File: config.mk
export PLATFORM = sky130hd
export DESIGN_NAME = longest_prefix_match_lookup
export DESIGN_NICKNAME = d
export VERILOG_FILES = /design/src/rtl/lpm_pkg.sv /design/src/rtl/longest_prefix_match_lookup.sv /design/src/rtl/lpm_cell.sv
export SDC_FILE = /design/constraint.sdc
export NUM_CORES = 2
export LEC_CHECK = 0
export BUFFER_PORTS_ARGS = -buffer_cell sky130_fd_sc_hd__buf_2
export CAP_MARGIN = 5
export CORE_UTILIZATION = 40
export CTS_CLUSTER_DIAMETER = 120
export CTS_CLUSTER_SIZE = 25
export DETAILED_ROUTE_END_ITERATION = 10
export PLACE_DENSITY = 0.69
export SYNTH_ARGS = -nofsm -noshare
export SYNTH_HDL_FRONTEND = slang
export SYNTH_SLANG_ARGS = --single-unit
File: constraint.sdc
create_clock -name clock -period 89.4 [get_ports clock]
set_input_delay 4.47 -clock clock [delete_from_list [all_inputs] [get_ports clock]]
set_output_delay 4.47 -clock clock [all_outputs]
set_load 0.01 [all_outputs]
File: src/rtl/lpm_pkg.sv
// Shared types and constants for the longest-prefix-match route lookup.
// Used by lpm_cell and longest_prefix_match_lookup; depends on nothing else.
package lpm_pkg;

   localparam int unsigned LPM_ENTRIES = 16;
   localparam int unsigned IDX_BITS    = 4;
   localparam int unsigned ADDR_BITS   = 32;

   typedef enum logic {
      REQ_WRITE  = 1'b0,
      REQ_LOOKUP = 1'b1
   } req_kind_type;

   typedef struct packed {
      logic                  valid;
      req_kind_type          kind;
      logic [IDX_BITS-1:0]   entry_index;
      logic [ADDR_BITS-1:0]  entry_dest;
      logic [ADDR_BITS-1:0]  entry_mask;
      logic                  entry_valid;
      logic [ADDR_BITS-1:0]  addr;
      logic                  found;
      logic [IDX_BITS-1:0]   best_idx;
      logic [ADDR_BITS-1:0]  best_mask;
   } lpm_token_type;

endpackage

File: src/rtl/longest_prefix_match_lookup.sv
// Longest-prefix-match IPv4 route lookup: top level with the cell chain and result register.
// Depends on lpm_pkg and lpm_cell.
//
// Every transfer, write or lookup, enters a chain of ENTRIES cells, one route slot per cell,
// and moves one cell per cycle while the chain advances, so each cell sees items in arrival
// order. A lookup gathers the best match as it passes; a write updates its own slot on the way.
// The result passes through every cell register and then the result register, and a new item
// can be taken every cycle unless the result is stalled. A stalled result stops the whole chain.
module longest_prefix_match_lookup #(
   parameter int unsigned ENTRIES = lpm_pkg::LPM_ENTRIES
) (
   input  logic                            clock,
   input  logic                            reset,
   input  logic                            req_valid,
   output logic                            req_ready,
   input  logic                            req_type,
   input  logic [lpm_pkg::IDX_BITS-1:0]    req_entry_index,
   input  logic [lpm_pkg::ADDR_BITS-1:0]   req_entry_dest,
   input  logic [lpm_pkg::ADDR_BITS-1:0]   req_entry_mask,
   input  logic                            req_entry_valid,
   input  logic [lpm_pkg::ADDR_BITS-1:0]   req_lookup_addr,
   output logic                            rsp_valid,
   input  logic                            rsp_ready,
   output logic                            rsp_hit,
   output logic [lpm_pkg::IDX_BITS-1:0]    rsp_match_index,
   output logic [lpm_pkg::ADDR_BITS-1:0]   rsp_match_mask
);
   import lpm_pkg::*;

   lpm_token_type        tok [ENTRIES+1];
   logic                 advance;
   logic                 rsp_valid_ff;
   logic                 rsp_hit_ff;
   logic [IDX_BITS-1:0]  rsp_index_ff;
   logic [ADDR_BITS-1:0] rsp_mask_ff;

   assign advance   = !rsp_valid_ff || rsp_ready;
   assign req_ready = advance;

   assign tok[0] = '{
      valid:       req_valid,
      kind:        req_kind_type'(req_type),
      entry_index: req_entry_index,
      entry_dest:  req_entry_dest,
      entry_mask:  req_entry_mask,
      entry_valid: req_entry_valid,
      addr:        req_lookup_addr,
      found:       1'b0,
      best_idx:    '0,
      best_mask:   '0
   };

   for (genvar i = 0; i < ENTRIES; i++) begin : g_cell
      lpm_cell #(
         .CELL_ID(i)
      ) u_cell (
         .clock  (clock),
         .reset  (reset),
         .advance(advance),
         .tok_i  (tok[i]),
         .tok_o  (tok[i+1])
      );
   end

   always_ff @(posedge clock) begin
      if (reset) begin
         rsp_valid_ff <= 1'b0;
      end else if (advance) begin
         rsp_valid_ff <= tok[ENTRIES].valid;
      end
   end

   always_ff @(posedge clock) begin
      if (advance) begin
         rsp_hit_ff   <= tok[ENTRIES].found;
         rsp_index_ff <= tok[ENTRIES].best_idx;
         rsp_mask_ff  <= tok[ENTRIES].best_mask;
      end
   end

   assign rsp_valid       = rsp_valid_ff;
   assign rsp_hit         = rsp_hit_ff;
   assign rsp_match_index = rsp_index_ff;
   assign rsp_match_mask  = rsp_mask_ff;

`ifndef SYNTHESIS
   a_miss_output_zero: assert property (@(posedge clock) disable iff (reset)
      rsp_valid && !rsp_hit |-> (rsp_match_index == '0) && (rsp_match_mask == '0))
      else $error("result without a hit carries a nonzero route");

   a_chain_empty_after_reset: assert property (@(posedge clock)
      reset |=> !rsp_valid_ff && !tok[ENTRIES].valid)
      else $error("chain holds a token right after reset");

   a_result_loaded_from_chain: assert property (@(posedge clock) disable iff (reset)
      advance && tok[ENTRIES].valid |=> rsp_valid_ff)
      else $error("token left the chain without reaching the result register");
`endif

endmodule

File: src/rtl/lpm_cell.sv
// One route slot of the lookup chain: holds a route and updates the passing token.
// Depends on lpm_pkg.
module lpm_cell #(
   parameter int unsigned CELL_ID = 0
) (
   input  logic                  clock,
   input  logic                  reset,
   input  logic                  advance,
   input  lpm_pkg::lpm_token_type tok_i,
   output lpm_pkg::lpm_token_type tok_o
);
   import lpm_pkg::*;

   localparam logic [31:0] ID = 32'(CELL_ID);

   logic [ADDR_BITS-1:0] dest_ff;
   logic [ADDR_BITS-1:0] mask_ff;
   logic                 valid_ff;
   lpm_token_type        tok_ff;
   lpm_token_type        tok_in;
   logic                 hit_here;
   logic                 write_here;

   assign write_here = advance && tok_i.valid && (tok_i.kind == REQ_WRITE)
                       && (32'(tok_i.entry_index) == ID);

   assign hit_here = valid_ff && tok_i.valid && (tok_i.kind == REQ_LOOKUP)
                     && ((tok_i.addr & mask_ff) == (dest_ff & mask_ff));

   always_comb begin
      tok_in = tok_i;
      if (hit_here && (!tok_i.found || (mask_ff > tok_i.best_mask))) begin
         tok_in.found     = 1'b1;
         tok_in.best_idx  = IDX_BITS'(CELL_ID);
         tok_in.best_mask = mask_ff;
      end
   end

   always_ff @(posedge clock) begin
      if (reset) begin
         valid_ff <= 1'b0;
      end else if (write_here) begin
         valid_ff <= tok_i.entry_valid;
      end
   end

   always_ff @(posedge clock) begin
      if (write_here) begin
         dest_ff <= tok_i.entry_dest;
         mask_ff <= tok_i.entry_mask;
      end
   end

   always_ff @(posedge clock) begin
      if (reset) begin
         tok_ff.valid <= 1'b0;
      end else if (advance) begin
         tok_ff <= tok_in;
      end
   end

   assign tok_o = tok_ff;

`ifndef SYNTHESIS
   a_write_never_hits: assert property (@(posedge clock) disable iff (reset)
      tok_ff.valid && (tok_ff.kind == REQ_WRITE) |-> !tok_ff.found)
      else $error("write token carries a route hit");

   a_miss_is_zero: assert property (@(posedge clock) disable iff (reset)
      tok_ff.valid && !tok_ff.found |-> (tok_ff.best_idx == '0) && (tok_ff.best_mask == '0))
      else $error("token without a hit carries a nonzero best route");

   a_stall_holds: assert property (@(posedge clock) disable iff (reset)
      tok_ff.valid && !advance |=> $stable(tok_ff))
      else $error("token changed while the chain was stalled");
`endif

endmodule
* Word-level counts from Yosys, hierarchy flattened *
Cells that the tools add are included.

storage, ports and cells
  flip-flop bits (word level) = 3,216
  logic and storage cells = 462

cells by class
  order comparisons = 15
  equality and inequality tests = 31
  muxes and demuxes = 16
  bitwise gates (word level) = 49
  reductions and logical operators = 145

operators with widths
  operator                                                          number
  32-bit bitwise AND                                                32
  32-bit == test                                                    16
  32-bit > comparator                                               15
  32-bit two-way mux                                                15
  1-bit logical AND                                                 111
  37-bit two-way mux                                                1
  4-bit == test (second input constant)                             8
  1-bit inverter                                                    17
  4-bit by 3-bit == test with 1-bit output (second input constant)  4
  1-bit logical NOT                                                 16
  1-bit logical OR                                                  16
  4-bit by 2-bit == test with 1-bit output (second input constant)  2
  4-bit by 1-bit == test with 1-bit output (second input constant)  1
  4-bit logical NOT                                                 1
  2-bit AND reduction                                               1

* Logic depth before layout (Yosys ltp) *
  word-level depth = 5
  gate-level depth with buffers = 11
  gate-level depth less buffers = 9

* Cells and area by module *
A second synthesis with hierarchy kept.

second synthesis, totals
  cell total of the unflattened synthesis = 6,835
  area total of the unflattened synthesis = 129,387.8 µm²

modules (own cells, without submodules)
  module                            instances  cells an instance  area each (µm²)  seq. area each (µm²)
  lpm_cell (g_cell[13].u_cell ...)  4          425                8,017.7          6,135.9
  lpm_cell (g_cell[10].u_cell ...)  3          424                8,020.2          6,135.9
  lpm_cell (g_cell[11].u_cell ...)  2          425                8,020.2          6,135.9
  lpm_cell (g_cell[1].u_cell ...)   2          425                8,018.9          6,135.9
  lpm_cell (g_cell[4].u_cell)       1          424                8,017.7          6,135.9
  lpm_cell (g_cell[12].u_cell)      1          424                8,015.2          6,135.9
  lpm_cell (g_cell[0].u_cell)       1          425                8,013.9          6,135.9
  lpm_cell (g_cell[9].u_cell)       1          424                7,986.4          6,135.9
  lpm_cell (g_cell[8].u_cell)       1          424                7,983.9          6,135.9
  longest_prefix_match_lookup       1          42                 1,161.1          1,131.1

* Worst setup path before layout *
No wires, ideal clock.

  path type = input -> register
  start point = in reset
  end point = reg g_cell[0].u_cell.tok_ff, in the netlist g_cell[0].u_cell.tok_o[0], enable pin
  library setup time = 4.662 ns
  arrival = 91.983 ns
  data required time = 84.738 ns
  slack = -7.245 ns
  cell stages on the path = 3
  path buffers = 2
  cell sequence = clkbuf_1 -> clkbuf_1 -> nor2_1

on the way
  word-level cells in the longest chain between the ends = 2

RTL lines
  element                        RTL line                           text
  from (decl)                    longest_prefix_match_lookup.sv:13  input logic reset,
  1-bit inverter (no line)       --
  2-bit AND reduction (no line)  --
  to (signal assigned)           lpm_cell.sv:58                     tok_ff <= tok_in;
  to (decl)                      lpm_cell.sv:19                     lpm_token_type tok_ff;

No other way between the ends.
A chain may end at the register's enable or synchronous reset.

* Worst setup path in the final report *
  start point = in rsp_ready
  end point = reg g_cell[14].u_cell.tok_ff, in the netlist g_cell[14].u_cell.tok_o[50], enable pin

on the way
  word-level cells in the longest chain between the ends = 2

RTL lines
  element                        RTL line                           text
  from (decl)                    longest_prefix_match_lookup.sv:23  input logic rsp_ready,
  1-bit logical OR               longest_prefix_match_lookup.sv:37  assign advance = !rsp_valid_ff || rsp_ready;
  2-bit AND reduction (no line)  --
  to (signal assigned)           lpm_cell.sv:58
  to (decl)                      lpm_cell.sv:19

No other way between the ends.

==> results_dict.tcl <==
set metrics [dict create \
    endpoint "g_cell[14].u_cell.tok_o[50]$_DFFE_PP_" \
    r2r_cells 10 \
    die_y_um 555 \
    place_hpwl_mm 194 \
    netlist_top_cells_count "edfxtp_1 (3,168), inv_1 (518), xor2_1 (499)" \
    grt_usage 0.160 \
    tns_ns 0 \
    hp-class "register to register" \
    relSlewSlack 0.0935 \
    initial_core_util 0.403 \
    p_leak_uw 0.0465 \
    cts_tree "yes" \
    post-place-cells 10700 \
    async_flop_share 0 \
    htree_levels 4 \
    yosys_warnings 0 \
    rrSetupSlack_ns 81.59 \
    hold_viol_final 0 \
    status "completed" \
    grt_antenna_before_repair 1 \
    startpoint_type "input pin" \
    die_x_um 555 \
    ys_ff_latch 3201 \
    fin_crit_sh 0.125 \
    via_count 53900 \
    cts_hold_buf 0 \
    cts-root-buf "clkbuf_16" \
    finalSetupViolCount 0 \
    drcViolationCount 0 \
    io_buffers 144 \
    finalWeightedCongestion 1.07 \
    areaGrowthSynthToFinish_pct 8.25 \
    r2r_start "rsp_valid$_SDFFE_PP0N_" \
    avgViaCountPerCell 4.95 \
    post_cts_buffers 0 \
    ys_types 61 \
    worst_slew_pin_slew_ns 1.35 \
    path_clk_slew_ns 0.10 \
    drtIter0Drc 4044 \
    synth_area_um2 122000 \
    critPathMaxFanout 100 \
    syn_inst 6597 \
    place_ws_ns 77.21 \
    synthesis.nets 7183 \
    grt_max_degree 157 \
    critical_path_class "input pin to register" \
    ant_nets 0 \
    wl_mm 251 \
    dr.pass1.iters 6 \
    grt-ovfl-total 0 \
    worst_slack_ns 78.26 \
    yosysTopAreaCellShare 0.779 \
    cts_resized 0 \
    fin_crit_ns 11.14 \
    dominantRegCellSynth "edfxtp_1" \
    drive_gt1_frac 0.0986 \
    max-clock-path-buffers 4 \
    worstSetupEndpointType "register" \
    grt_pass1_vias 55500 \
    ys_seq_area_frac 0.784 \
    yosysTopAreaCell "edfxtp_1" \
    startpoint "rsp_ready" \
    antenna_cells 0 \
    drv_slew 0 \
    yosysMostFrequentCell "edfxtp_1" \
    die_area_um2 308000 \
    grt_pass1_wl_mm 363 \
    clock_latency_ns 0.84 \
    grt_setup_unrepaired "no" \
    coreArea_um2 303000 \
    nNetsFinal 7481 \
    maxCapViolations 0 \
    max_freq_mhz 89.7 \
    num_io_pins 145 \
    cp.arrival_ns 11.60 \
    avgSynthCellArea_um2 18.5 \
    cts_buffers 154 \
    synthTopCellsByArea "edfxtp_1 (78%), ha_1 (4.9%), xor2_1 (3.6%), mux2_2 (2.3%), mux2_1 (1.8%)" \
    r2r-end "g_cell[14].u_cell.tok_o[50]$_DFFE_PP_" \
    row_count 202 \
    crit_required_ns 89.86 \
    finClkSkew_ns 0.0334 \
    synth_edf_count 3168 \
    power_density_nw_per_um2 19.6 \
    ir_worst_vdd_mv 0.0200 \
    final_cell_count_no_fill 10900 \
    clock_sinks 3201 \
    wire_per_inst_um 23.0 \
]
==> how the worst min path moves through the flow <==
stage               cells after the start  slack, ns                                       to                              startpoint
floorplan                               0       0.40   g_cell[15].u_cell.dest_ff[0]$_DFFE_PP_  g_cell[14].u_cell.tok_o[102]$_DFFE_PP_
global placement                        0       0.40              rsp_match_mask[5]$_DFFE_PN_    g_cell[15].u_cell.tok_o[5]$_DFFE_PP_
detailed placement                      0       0.40   g_cell[15].u_cell.dest_ff[6]$_DFFE_PP_  g_cell[14].u_cell.tok_o[108]$_DFFE_PP_
CTS                                     0       0.42  g_cell[15].u_cell.mask_ff[22]$_DFFE_PP_   g_cell[14].u_cell.tok_o[92]$_DFFE_PP_
global route                            0       0.43   g_cell[15].u_cell.mask_ff[3]$_DFFE_PP_   g_cell[14].u_cell.tok_o[73]$_DFFE_PP_
finish                                  0       0.42              rsp_match_mask[7]$_DFFE_PN_    g_cell[15].u_cell.tok_o[7]$_DFFE_PP_
==> power by group <==
part	internal (uW)	switching [uW]	total, uW
Sequential	1720	38.4	1750
Clock	324	431	756
Combinational	30.2	52.7	82.9
Total	2070	522	2590
==> logic make-up after synthesis <==
family                   Yosys count  synth area share
adder cells (fa/ha/maj)          480            0.0492
flip-flops                      3201             0.784
AO/OA/AOI/OAI                    654            0.0359
multiplexers                     488            0.0456
AND/OR/NAND/NOR                  681            0.0299
XOR/XNOR                         512            0.0367
buffers and inverters            581            0.0186
==> sequential cells by signal, summed over array words and instances, names as in the netlist <==
register and flops:
g_cell.u_cell.tok_o 2123, rsp_hit 1, rsp_match_index 4, rsp_valid 1, rsp_match_mask 32, g_cell.u_cell.valid_ff 16
g_cell.u_cell.dest_ff 512, g_cell.u_cell.mask_ff 512
==> critical path, stage by stage <==
cell and delay, ns:
buf_2 0.10, nor2b_2 0.04, buf_4 0.23, nor2_4 0.67, buf_4 0.84, buf_4 0.70
buf_4 0.69, buf_4 0.82, buf_4 1.03, buf_4 0.98, buf_4 0.80
==> cells in the final DEF, fill, tap and decap left out, types with 13 or more instances in the layout <==
cell       instances
a21o_1            22
a21oi_1          218
a221oi_1          56
a222oi_1          16
a22o_1            30
a22oi_1          165
and2_1            31
buf_2            144
buf_4             58
clkbuf_1          23
clkbuf_16        159
dfxtp_1           33
edfxtp_1        3168
ha_1             480
inv_1            518
mux2_1           195
mux2_2           252
mux2_4            25
mux2i_1           16
nand2_1          162
nand2b_1          40
nand3_1           93
nand4_1          141
nor2_1            65
nor2b_1           18
nor3_1            18
nor3_2            16
nor4_1            21
o211ai_1          25
o21ai_0           64
xnor2_1           13
xor2_1           499
==> area by class of cell <==
type                            instances  area (um^2)
Fill cell                           25800       171000
Sequential cell                      3201        95800
Multi-Input combinational cell       2815        24200
Tap cell                             3978         4980
Clock buffer                          182         4070
Inverter                              519         1950
Timing Repair Buffer                  204         1200
Clock inverter                          4         56.3
==> metrics by stage <==
step                      total power [uW]  hold WS [ns]  utilization  instance area, um^2
final                                 2590         0.422        0.436               132000
after detailed placement              1870         0.405        0.422               128000
after CTS                             2620         0.424        0.436               132000
after floorplan                       1900         0.400            -               122000
after global placement                1870         0.401        0.422               128000
after global routing                  2680         0.431        0.436               132000
==> layer usage <==
layer  track usage  vias to the layer above  wire (um)
li1              -                    25800          -
met3        0.0150                      489       6780
met2         0.282                     1213     125000
met5             0                        -          0
met4         0.103                        0      18300
met1         0.186                    26500     100000
(Power assumes the default switching activity.)
